<file path="src/hw/rtl/rbd_pkg.sv">
// rbd_pkg: types and codes shared by the ring buffer deque modules
// no dependencies
`default_nettype none

package rbd_pkg;

   localparam logic [1:0] CMD_ENQUEUE = 2'd0;
   localparam logic [1:0] CMD_DEQUEUE = 2'd1;
   localparam logic [1:0] CMD_POP     = 2'd2;

   localparam logic [1:0] ST_DONE  = 2'd0;
   localparam logic [1:0] ST_FULL  = 2'd1;
   localparam logic [1:0] ST_EMPTY = 2'd2;

   localparam int unsigned CAP_W = 8;
   localparam logic [CAP_W-1:0] CAP_RESET = 8'd128;

   typedef struct packed {
      logic [1:0]         command;
      logic signed [31:0] value;
   } req_type;

   typedef struct packed {
      logic signed [31:0] data_out;
      logic [1:0]         status;
   } rsp_type;

   typedef struct packed {
      logic load;
      logic exec;
   } ctrl_cmd_type;

endpackage

`default_nettype wire

</file>
<file path="src/hw/rtl/rbd_ctrl.sv">
// rbd_ctrl: sequencer for the ring buffer deque, one item at a time
// depends on rbd_pkg
`default_nettype none

module rbd_ctrl
   import rbd_pkg::*;
(
   input  wire logic   clock,
   input  wire logic   reset,
   input  wire logic   req_valid,
   output ctrl_cmd_type cmd,
   input  wire logic   rsp_stall,
   output logic        req_stall,
   output logic        rsp_valid
);

   typedef enum logic [1:0] {
      S_IDLE,
      S_EXEC,
      S_RESP
   } state_type;

   state_type state_ff;
   logic      req_stall_ff;
   logic      rsp_valid_ff;

   always_ff @(posedge clock) begin
      if (reset) begin
         state_ff     <= S_IDLE;
         req_stall_ff <= 1'b0;
         rsp_valid_ff <= 1'b0;
      end else begin
         case (state_ff)
            S_IDLE: begin
               if (req_valid) begin
                  state_ff     <= S_EXEC;
                  req_stall_ff <= 1'b1;
               end
            end
            S_EXEC: begin
               state_ff     <= S_RESP;
               rsp_valid_ff <= 1'b1;
            end
            S_RESP: begin
               if (!rsp_stall) begin
                  state_ff     <= S_IDLE;
                  rsp_valid_ff <= 1'b0;
                  req_stall_ff <= 1'b0;
               end
            end
            default: begin
               state_ff     <= S_IDLE;
               req_stall_ff <= 1'b0;
               rsp_valid_ff <= 1'b0;
            end
         endcase
      end
   end

   assign req_stall = req_stall_ff;
   assign rsp_valid = rsp_valid_ff;
   assign cmd.load  = req_valid && !req_stall_ff;
   assign cmd.exec  = (state_ff == S_EXEC);

endmodule

`default_nettype wire

</file>
<file path="config.mk">
export PLATFORM = sky130hd
export DESIGN_NAME = rbd_ctrl
export DESIGN_NICKNAME = d
export VERILOG_FILES = /design/src/hw/rtl/rbd_pkg.sv /design/src/hw/rtl/rbd_ctrl.sv
export SDC_FILE = /design/constraint.sdc
export NUM_CORES = 1
export LEC_CHECK = 0
export BUFFER_PORTS_ARGS = -buffer_cell sky130_fd_sc_hd__buf_2
export CORE_AREA = 3 3 40 42
export CTS_BUF_LIST = sky130_fd_sc_hd__clkbuf_2
export DETAILED_ROUTE_END_ITERATION = 10
export DIE_AREA = 0 0 43 45
export SLEW_MARGIN = 20
export SYNTH_ARGS = -nofsm -noshare
export SYNTH_HDL_FRONTEND = slang
export SYNTH_SLANG_ARGS = --single-unit
</file>
<file path="constraint.sdc">
create_clock -name clock -period 0.8 [get_ports clock]
set_clock_uncertainty 0.1 [all_clocks]
set_input_delay 0.08 -clock clock [delete_from_list [all_inputs] [get_ports clock]]
set_output_delay 0.08 -clock clock [all_outputs]
set_load 0.03 [all_outputs]
</file>
== Word-level counts from Yosys, hierarchy flattened ==
Cells that the tools add are included.
Widths: inputs -> output; s select.
Cells by class
  order comparisons: 0
  divide/modulo/power cells: 0
  multipliers: 0
  bitwise logic cells: 2
  reduce and logical (&&, ||, !) cells: 6
  equal/unequal tests: 4
  shift-type cells: 0
  add/subtract/negate cells: 0
  mux-type cells: 7
Operators by type and width (number)
  $pmux 1 s3: 2
  $pmux 2 s3: 1
  $mux 2: 2
  $ne 2x2->1 const B: 2
  $reduce_and 2->1: 2
  $reduce_and 3->1: 1
  $eq 2x1->1 const B: 1
  $eq 2x2->1 const B: 1
  $logic_not 2->1: 1
  $mux 1: 2
  $not 1->1: 2
  $logic_and 1x1->1: 1
  $logic_not 1->1: 1
Storage, ports and cells
  bits of input ports: 4
  latch bits: 0
  word-level logic and storage cells: 22
  memory bits (writable): 0
  bits in read-only memories: 0
  register bits after elaboration: 4
  memories kept: 0
  output and inout bits: 4

== Depth between registers and ports, before layout ==
Gate-level depths: netlist (run 1).
  word-level depth: 3
  depth in mapped cells: 3
  mapped depth without buffers: 3

== Worst setup path after synthesis (run 1) ==
OpenSTA, ideal clock, no wires.
  path kind: reg-to-output
  start: reg req_stall_ff (netlist: req_stall)
  end: out cmd[1] in the netlist's numbering
  slack: -0.276 ns
  stages on the path, launching flop included: 2
  data arrival time: 0.896 ns
  data required time: 0.620 ns
  path buffers: 0
  cells stage by stage: dfxtp_1 -> nor2b_1
RTL lines
  start, declared: RTL line rbd_ctrl.sv:24  | logic req_stall_ff;
  start signal, assigned: RTL line rbd_ctrl.sv:30  | req_stall_ff <= 1'b0;
  start signal, assigned: RTL line rbd_ctrl.sv:37  | req_stall_ff <= 1'b1;
  start signal, assigned: RTL line rbd_ctrl.sv:48  | req_stall_ff <= 1'b0;
  end, declared: RTL line rbd_ctrl.sv:11  | output ctrl_cmd_type cmd,

==> results of run 1 <==
[registers in the layout, summed over array words and instances, names as in the netlist]
register   cells
req_stall      1
state_ff       2
rsp_valid      1
[Yosys cell counts]
cell type  number
nor3_2          1
nor2_1          2
nor2b_4         1
nor2b_1         3
o21bai_1        1
dfxtp_1         4
nor2b_2         1
a21oi_1         2
nand2_1         1
nor3b_1         1
[worst paths after layout]
| check | startpoint | end | slack [ns] | cells past startpoint |
|---|---|---|---|---|
| worst max-delay path | state_ff[0] | cmd[0] | -0.20 | 2 |
| worst min-delay path | reset | state_ff[0] | -0.01 | 2 |
| worst max register to register | state_ff[0] | rsp_valid | -0.15 | 4 |
| worst min register to register | state_ff[1] | state_ff[0] | 0.37 | 1 |
[metrics by stage]
step / utilization, % / total power, W
global placement: 18.3 / 0.000343
floorplan: - / 0.000313
CTS: 23.7 / 0.000626
global route: 24.4 / 0.000650
detailed placement: 18.3 / 0.000344
finish: 24.4 / 0.000612
[layer usage]
metal	global-route usage (%)	up-vias	wire length (microns)
li1	-	82	-
met1	5.08	69	165
met2	6.59	9	162
met3	3.59	0	41
met4	5.42	0	0
met5	0	-	0
[layout by cell type (no fill, tap or decap)]
master    synthesis  layout
nor2b_1           3       1
nor2_1            2       2
a21oi_1           2       2
nand2_1           1       1
buf_2             0       3
buf_4             0       2
dfxtp_4           0       1
nor3b_2           0       1
nor3_2            1       1
clkbuf_2          0       4
dfxtp_2           0       3
buf_6             0       4
nor2b_4           1       4
o21bai_1          1       1
[timing repair]
item | in CTS | in global routing
setup buffers | 2 | 0
gates resized for setup | 11 | 2
hold endpoints to repair | 4 | 3
pin swaps | 0 | 1
cloned | 0 | 0
endpoints found under the setup margin | 8 | 8
[cell families after synthesis]
kind of cell	synth area share, %
compound gates	10.4
flops	47.8
simple gates	41.8
[power groups by stage]
stage / Sequential [W] / Combinational [W] / Clock (W)
after floorplan: 0.000256 / 0.0000571 / 0
after global placement: 0.000239 / 0.000104 / 0
after detailed placement: 0.000240 / 0.000105 / 0
after CTS: 0.000234 / 0.000148 / 0.000244
after global routing: 0.000237 / 0.000162 / 0.000251
final: 0.000234 / 0.000151 / 0.000226
[cell type report]
type / count / area [sq um]
clock buffer: 4 / 20.0
fill: 142 / 971
multi-input combinational: 13 / 113
timing repair buffer: 9 / 75.1
sequential: 4 / 87.6
tap: 15 / 18.8
[worst max-delay path, stage by stage (launching register included)]
cell and delay [ns]:
dfxtp_2 0.33, nor2b_4 0.15, buf_6 0.14
==> impl_metrics.json, run 1 <==
{
  "run_status": "finished, violations left",
  "violations": "negative hold slack, negative setup slack",
  "switching_share_pct": 29.8,
  "post_drt_via_cell_ratio": 3.56,
  "die_height_microns": 45,
  "grt_max_degree": 6,
  "synth_top_area_share_pct": 47.8,
  "drt_iter0_drc": 0,
  "cell_internal_pwr_w": 0.000430,
  "tightest_pin_transition_ns": 0.119,
  "cts_num_sinks": 4,
  "worst_path_required_time_ns": 0.62,
  "fmax_mhz": 998,
  "clockRootBuffer": "clkbuf_2",
  "final.setup.tns_ns": -0.979,
  "comb_power_share_pct": 24.7,
  "n_antenna_cell": 0,
  "timing.setup.critical_path_class": "reg2out",
  "min_period_ns": 1.00,
  "max-cap-violations": 0,
  "grt_util_all_layers_pct": 5.09,
  "cts-buffers-inserted": 3,
  "detailed_place.area_sq_um": 235,
  "wire_length_of_the_first_global_routing_pass_microns": 662,
  "worst-endpoint-arrival_ns": 0.82,
  "post_route_cells_drive_above_1_share_pct": 76.7,
  "finalHoldViolations": 4,
  "worstSkewPairLatency_ns": 0.21,
  "final-instance-count-excl-fill": 45,
  "clock_power_share_pct": 37.0,
  "synth.ff_latch_count": 4,
  "crit_fanout": 2,
  "cts-root-to-sink-buffers": 2,
  "whs_ns": -0.0119,
  "switchingPower_w": 0.000182,
  "mappedNetlistArea_sq_um": 168,
  "fp.dieW_microns": 43,
  "yosys.area.top_type": "dfxtp_1",
  "area.growth.synth_to_final_pct": 87.3,
  "slew_headroom_pct": 92.1,
  "p_seq_share_pct": 38.3,
  "last_weighted_congestion_value_of_the_routability_driven_placer": 0.686,
  "grt_pass1_vias": 170,
  "cts.reportedPaths.clkPinSlew_ns": 0.05,
  "detailedRoute.firstPassIterationCount": 1,
  "synth.avg_cell_area_sq_um": 9.86,
  "core.rowCount": 13,
  "timing.final.max_slew_violations": 0,
  "fp.dieArea_sq_um": 1940,
  "worstSetupStartpointType": "flop",
  "unrepaired_setup_endpoints_after_global_routing": "yes",
  "syn_inst": 17,
  "total_of_buffers_placed_on_input_and_output_ports": 7,
  "nets": 35,
  "worst_hold_path_type": "in2reg",
  "number_of_vias_after_detailed_routing": 160,
  "fin_crit_sh_pct": 125,
  "detail_route.drc_violations": 0,
  "setup-violations-final": 8,
  "yosysWarnings": 0,
  "placeableCoreArea_sq_um": 1280,
  "overall_overflow_remaining_after_global_route": 0,
  "route.final.wire_length_microns": 369,
  "synthTopCellsByArea": "dfxtp_1 (48%), nor2b_1 (11%), nor2b_4 (8.2%)",
  "routedWlPerCell_microns": 8.20,
  "irDropWorstVdd_v": 0.000370,
  "endpoint_kind": "output port",
  "final_design_area_no_fill_sq_um": 314,
  "floorplan.io_pins": 8,
  "synth.distinct_cells": 10,
  "number_of_antenna_violations_at_the_first_check_in_global_routing": 0,
  "tritoncts": "yes",
  "ctsHtreeMaxLevel": 1,
  "mappedNetlistNets": 21,
  "synth-seq-area-share_pct": 47.8,
  "total_leakage_power_nw": 0.146,
  "start_util_pct": 13.0,
  "powerDensity_nw_per_um2": 1950,
  "placedCellCount": 39,
  "route.antenna.remaining_nets": 0,
  "worst_slack_ns": -0.202,
  "pre_cts_slack_ns": -0.0699
}
No activity file was read; power rests on OpenSTA's default activity.
==> run 2, diff against run 1 <==
Settings changed: CELL_PAD_IN_SITES_DETAIL_PLACEMENT set to 0, CELL_PAD_IN_SITES_GLOBAL_PLACEMENT set to 2, CTS_BUF_LIST sky130_fd_sc_hd__clkbuf_2 to sky130_fd_sc_hd__clkbuf_16, PLACE_DENSITY_LB_ADDON set to 0.1, SETUP_SLACK_MARGIN set to 0.4.
==> impl_metrics.json, run 2 (synthesis gave the netlist of run 1 again) <==
{
  "final.setup.tns_ns": -0.957,
  "fp.dieW_microns": 43,
  "grt_pass1_vias": 160,
  "violations": "negative hold slack, negative setup slack",
  "buf_inv_stages_crit_path": 1,
  "finalHoldViolations": 4,
  "final_design_area_no_fill_sq_um": 374,
  "final-instance-count-excl-fill": 45,
  "number_of_vias_after_detailed_routing": 167,
  "wl_met1_microns": 159,
  "grt_max_degree": 6,
  "drt_iter0_drc": 0,
  "timing.reg2reg.setup_slack_ns": -0.11,
  "cts-root-to-sink-buffers": 2,
  "switching_share_pct": 19.0,
  "whs_ns": -0.0317,
  "clockRootBuffer": "clkbuf_16",
  "tightest_pin_transition_ns": 0.153,
  "routedWlPerCell_microns": 8.40,
  "tritoncts": "yes",
  "cts-buffers-inserted": 3,
  "worst_slack_ns": -0.196,
  "clock_power_share_pct": 66.4,
  "setup-violations-final": 8,
  "cts.reportedPaths.clkPinSlew_ns": 0.03,
  "met2_wire_len_microns": 152,
  "top_layer_in_use": "met4",
  "core.rowCount": 13,
  "floorplan.io_pins": 8,
  "crit_fanout": 2,
  "cell_internal_pwr_w": 0.000939,
  "max-cap-violations": 0,
  "p_seq_share_pct": 20.2,
  "detail_route.drc_violations": 0,
  "most_used_cells_in_the_layout_excluding_fill_and_tap_cells": "nor2b_4 (4), buf_6 (4), clkbuf_16 (3), buf_2 (3), buf_4 (3)",
  "unrepaired_setup_endpoints_after_global_routing": "yes",
  "area.growth.synth_to_final_pct": 123,
  "max_stage_delay_ns": 0.31,
  "fp.dieArea_sq_um": 1940,
  "slew_headroom_pct": 89.8,
  "cts_num_sinks": 4,
  "post_route_cells_drive_above_1_share_pct": 73.3,
  "detailedRoute.firstPassIterationCount": 1,
  "irDropWorstVdd_v": 0.00120,
  "run_status": "finished, violations left",
  "total_of_buffers_placed_on_input_and_output_ports": 7,
  "worst-endpoint-arrival_ns": 0.82,
  "route.final.wire_length_microns": 378,
  "route.antenna.remaining_nets": 0,
  "placeableCoreArea_sq_um": 1280,
  "worstSkewPairLatency_ns": 0.22,
  "switchingPower_w": 0.000221,
  "powerDensity_nw_per_um2": 3100,
  "start_util_pct": 13.0,
  "post_drt_via_cell_ratio": 3.71,
  "ctsHtreeMaxLevel": 1,
  "last_weighted_congestion_value_of_the_routability_driven_placer": 0.622,
  "path_delay_family": "flip-flops",
  "comb_power_share_pct": 13.4,
  "detailed_place_hpwl_microns": 281,
  "detailed_place.area_sq_um": 238,
  "total_leakage_power_nw": 0.168,
  "overall_overflow_remaining_after_global_route": 0,
  "wire_length_of_the_first_global_routing_pass_microns": 627,
  "min_period_ns": 0.996,
  "n_antenna_cell": 0,
  "number_of_antenna_violations_at_the_first_check_in_global_routing": 0,
  "registers.top_by_ff_count": "state_ff",
  "fin_crit_sh_pct": 124,
  "routed_wl_met3_microns": 46,
  "worstSetupStartpointType": "flop",
  "timing.final.max_slew_violations": 0,
  "endpoint_kind": "output port",
  "fmax_mhz": 1000,
  "fin_util_pct": 29.1,
  "largest_reg_flops": 2,
  "die_height_microns": 45,
  "worstPathCellList": "nor2b_4, buf_6",
  "grt_util_all_layers_pct": 5.41,
  "timing.setup.critical_path_class": "reg2out",
  "nets": 36,
  "worst_path_required_time_ns": 0.62,
  "crit_path_top_delay_cell": "dfxtp_2",
  "placedCellCount": 39,
  "worst_hold_path_type": "in2reg"
}
## run 2: what timing repair did
| item | 4_1_cts | 5_1_grt |
|---|---|---|
| endpoints found under the setup margin | 8 | 8 |
| buffers inserted | 2 | 1 |
| hold endpoints to repair | 4 | 1 |
| pin swaps | 0 | 2 |
| gates resized for setup | 11 | 1 |
## run 2: path summary, 6_finish.rpt
kind | startpoint | cells after the start | end
setup / recovery | state_ff[0] | 2 | cmd[0]
hold / removal | reset | 2 | req_stall
setup reg to reg | state_ff[0] | 4 | req_stall
hold reg to reg | state_ff[1] | 1 | state_ff[0]
## run 2: power by group through the flow
stage	logic, W	registers, W	clock network (W)
floorplan	0.0000571	0.000254	0
global placement	0.000108	0.000238	0
detailed placement	0.000106	0.000237	0
CTS	0.000149	0.000234	0.000783
global route	0.000167	0.000237	0.000804
finish	0.000155	0.000234	0.000771
## run 2: layer usage
layer / vias up / global-route usage, %
li1: 82 / -
met3: 2 / 4.78
met1: 75 / 4.81
met4: 0 / 9.04
met2: 8 / 5.39
met5: - / 0
## run 2: through the flow
stage                     power, W  worst slack, ns
after global placement    0.000346          -0.0947
after CTS                  0.00117           -0.204
after detailed placement  0.000343          -0.0644
after global routing       0.00121           -0.224
final                      0.00116           -0.196
after floorplan           0.000311          -0.0746
## run 2: cell type report
cell class / instances / area (sq um)
clock buffer: 3 / 75.1
fill: 149 / 911
tap: 15 / 18.8
sequential: 4 / 90.1
timing repair buffer: 10 / 82.6
multi-input combinational: 13 / 108
==> run 3, diff against run 2 <==
Settings changed: BUFFER_PORTS_ARGS -buffer_cell sky130_fd_sc_hd__buf_2 to not set, DONT_BUFFER_PORTS set to 1, SLEW_MARGIN 20 to not set.
==> impl_metrics.json, run 3 (synthesis gave the netlist of run 1 again) <==
{
  "powerDensity_nw_per_um2": 3340,
  "max_stage_delay_ns": 0.32,
  "floorplan.io_pins": 8,
  "route.antenna.remaining_nets": 0,
  "core.rowCount": 13,
  "placedCellCount": 35,
  "tritoncts": "yes",
  "post_drt_via_cell_ratio": 3.60,
  "regToRegStartpoint": "state_ff[0]",
  "crit_fanout": 2,
  "placeableCoreArea_sq_um": 1280,
  "run_status": "finished, violations left",
  "setup-violations-final": 8,
  "clockRootBuffer": "clkbuf_16",
  "commonest_non_fill_non_tap_cell_in_the_layout": "nor2b_4",
  "die_height_microns": 45,
  "crit_path_top_delay_cell": "dfxtp_2",
  "largest_reg_flops": 2,
  "timing.setup.critical_path_class": "reg2out",
  "min_delay_worst_endpoint": "req_stall",
  "final.setup.tns_ns": -1.09,
  "final_design_area_no_fill_sq_um": 348,
  "detailed_place.area_sq_um": 238,
  "worstSkewPairLatency_ns": 0.22,
  "registers.top_by_ff_count": "state_ff",
  "nets": 30,
  "final-instance-count-excl-fill": 40,
  "layout.filler_cells": 138,
  "routedWlPerCell_microns": 10.2,
  "worstSetupStartpointType": "flop",
  "max-cap-violations": 0,
  "irDropWorstVdd_v": 0.00128,
  "most_used_cells_in_the_layout_excluding_fill_and_tap_cells": "nor2b_4 (4), clkbuf_16 (3)",
  "timing.reg2reg.setup_slack_ns": -0.18,
  "violations": "negative hold slack, negative setup slack",
  "area.growth.synth_to_final_pct": 107,
  "drt_iter0_drc": 0,
  "grt_util_all_layers_pct": 5.40,
  "cts.reportedPaths.clkPinSlew_ns": 0.03,
  "overall_overflow_remaining_after_global_route": 0,
  "timing.final.max_slew_violations": 0,
  "number_of_antenna_violations_at_the_first_check_in_global_routing": 0,
  "grt_pass1_vias": 155,
  "worst-endpoint-arrival_ns": 0.84,
  "total_of_buffers_placed_on_input_and_output_ports": 0,
  "endpoint_kind": "output port",
  "fin_crit_sh_pct": 128,
  "fmax_mhz": 980,
  "tightest_pin_transition_ns": 0.209,
  "worstRegToRegCells": 4,
  "fp.dieW_microns": 43,
  "ctsHtreeMaxLevel": 1,
  "worst_path_required_time_ns": 0.62,
  "whs_ns": -0.192,
  "cts-buffers-inserted": 3,
  "min-delay-start": "reset",
  "r2r_end": "rsp_valid",
  "post_route_cells_drive_above_1_share_pct": 68.0,
  "worstPathCellList": "nor2b_4, buf_12",
  "detailedRoute.firstPassIterationCount": 1,
  "worst_slack_ns": -0.221,
  "slew_headroom_pct": 86.0,
  "start_util_pct": 13.0,
  "route.final.wire_length_microns": 406,
  "finalHoldViolations": 4,
  "wire_length_of_the_first_global_routing_pass_microns": 641,
  "worst_hold_path_type": "in2reg",
  "pre_cts_slack_ns": -0.0712,
  "grt_max_degree": 6,
  "detail_route.drc_violations": 0,
  "min_period_ns": 1.02,
  "unrepaired_setup_endpoints_after_global_routing": "yes",
  "fp.dieArea_sq_um": 1940,
  "whs_path_depth": 1,
  "fin_util_pct": 27.1,
  "total_leakage_power_nw": 0.150,
  "last_weighted_congestion_value_of_the_routability_driven_placer": 0.616,
  "n_antenna_cell": 0,
  "cts_num_sinks": 4,
  "number_of_vias_after_detailed_routing": 144,
  "cts-root-to-sink-buffers": 2
}
==> run 3: changes by cell type in the layout (fill, tap and decap cells not counted) <==
| cell | change |
|---|---|
| buf_4 | -2 |
| inv_1 | +1 |
| nor2b_1 | -1 |
| buf_2 | -3 |
| buf_12 | +1 |
| nor2b_2 | +1 |
| buf_6 | -2 |
==> run 3: how the worst max path moves through the flow <==
| stage | start | to | slack (ns) | cells after the start |
|---|---|---|---|---|
| CTS | state_ff[0] | cmd[0] | -0.23 | 2 |
| global placement | state_ff[0] | rsp_valid | -0.09 | 3 |
| floorplan | state_ff[0] | state_ff[1] | -0.07 | 3 |
| detailed placement | state_ff[0] | rsp_valid | -0.07 | 3 |
| finish | state_ff[0] | cmd[0] | -0.22 | 2 |
| global route | state_ff[0] | cmd[0] | -0.25 | 2 |
==> run 3: through the flow <==
| step | power [W] | hold WS, ns |
|---|---|---|
| after global routing | 0.00120 | -0.193 |
| after detailed placement | 0.000347 | 0.0428 |
| after floorplan | 0.000311 | 0.0394 |
| after global placement | 0.000350 | 0.0409 |
| final | 0.00116 | -0.192 |
| after CTS | 0.00118 | -0.195 |
==> run 3: layout make-up <==
cell class / instances / area, sq um / share of cell area [%]
Multi-Input combinational cell: 13 / 110 / 31.7
Sequential cell: 4 / 90.1 / 25.9
Clock buffer: 3 / 75.1 / 21.6
Timing Repair Buffer: 4 / 50.0 / 14.4
Tap cell: 15 / 18.8 / 5.40
Clock inverter: 1 / 3.75 / 1.08
==> run 3: critical path, delay by kind of cell (launching register included) <==
| kind | cells | cell delay [ns] |
|---|---|---|
| flip-flops | 1 | 0.32 |
| AND/OR/NAND/NOR | 1 | 0.17 |
| buffers and inverters | 1 | 0.13 |
==> run 3: repair_timing <==
action / in CTS / in global routing
gates cloned: 0 / 0
pin swaps: 0 / 2
endpoints found under the hold margin: 4 / 4
setup endpoints to repair: 8 / 8
gates resized for setup: 5 / 2
buffers inserted: 1 / 0
==> run 3: power breakdown <==
| part | switching [W] | internal (W) |
|---|---|---|
| sequential | 0.0000178 | 0.000218 |
| combinational | 0.0000633 | 0.0000667 |
| clock | 0.000151 | 0.000646 |
| total | 0.000232 | 0.000931 |
==> run 3: metal layers <==
| layer | GRT usage, % | wire length (microns) | part of all wire, % |
|---|---|---|---|
| met2 | 6.59 | 191 | 47 |
| met3 | 6.37 | 70 | 17 |
| met1 | 3.60 | 130 | 32 |
| met5 | 0 | 0 | 0 |
| met4 | 7.23 | 13 | 3.2 |
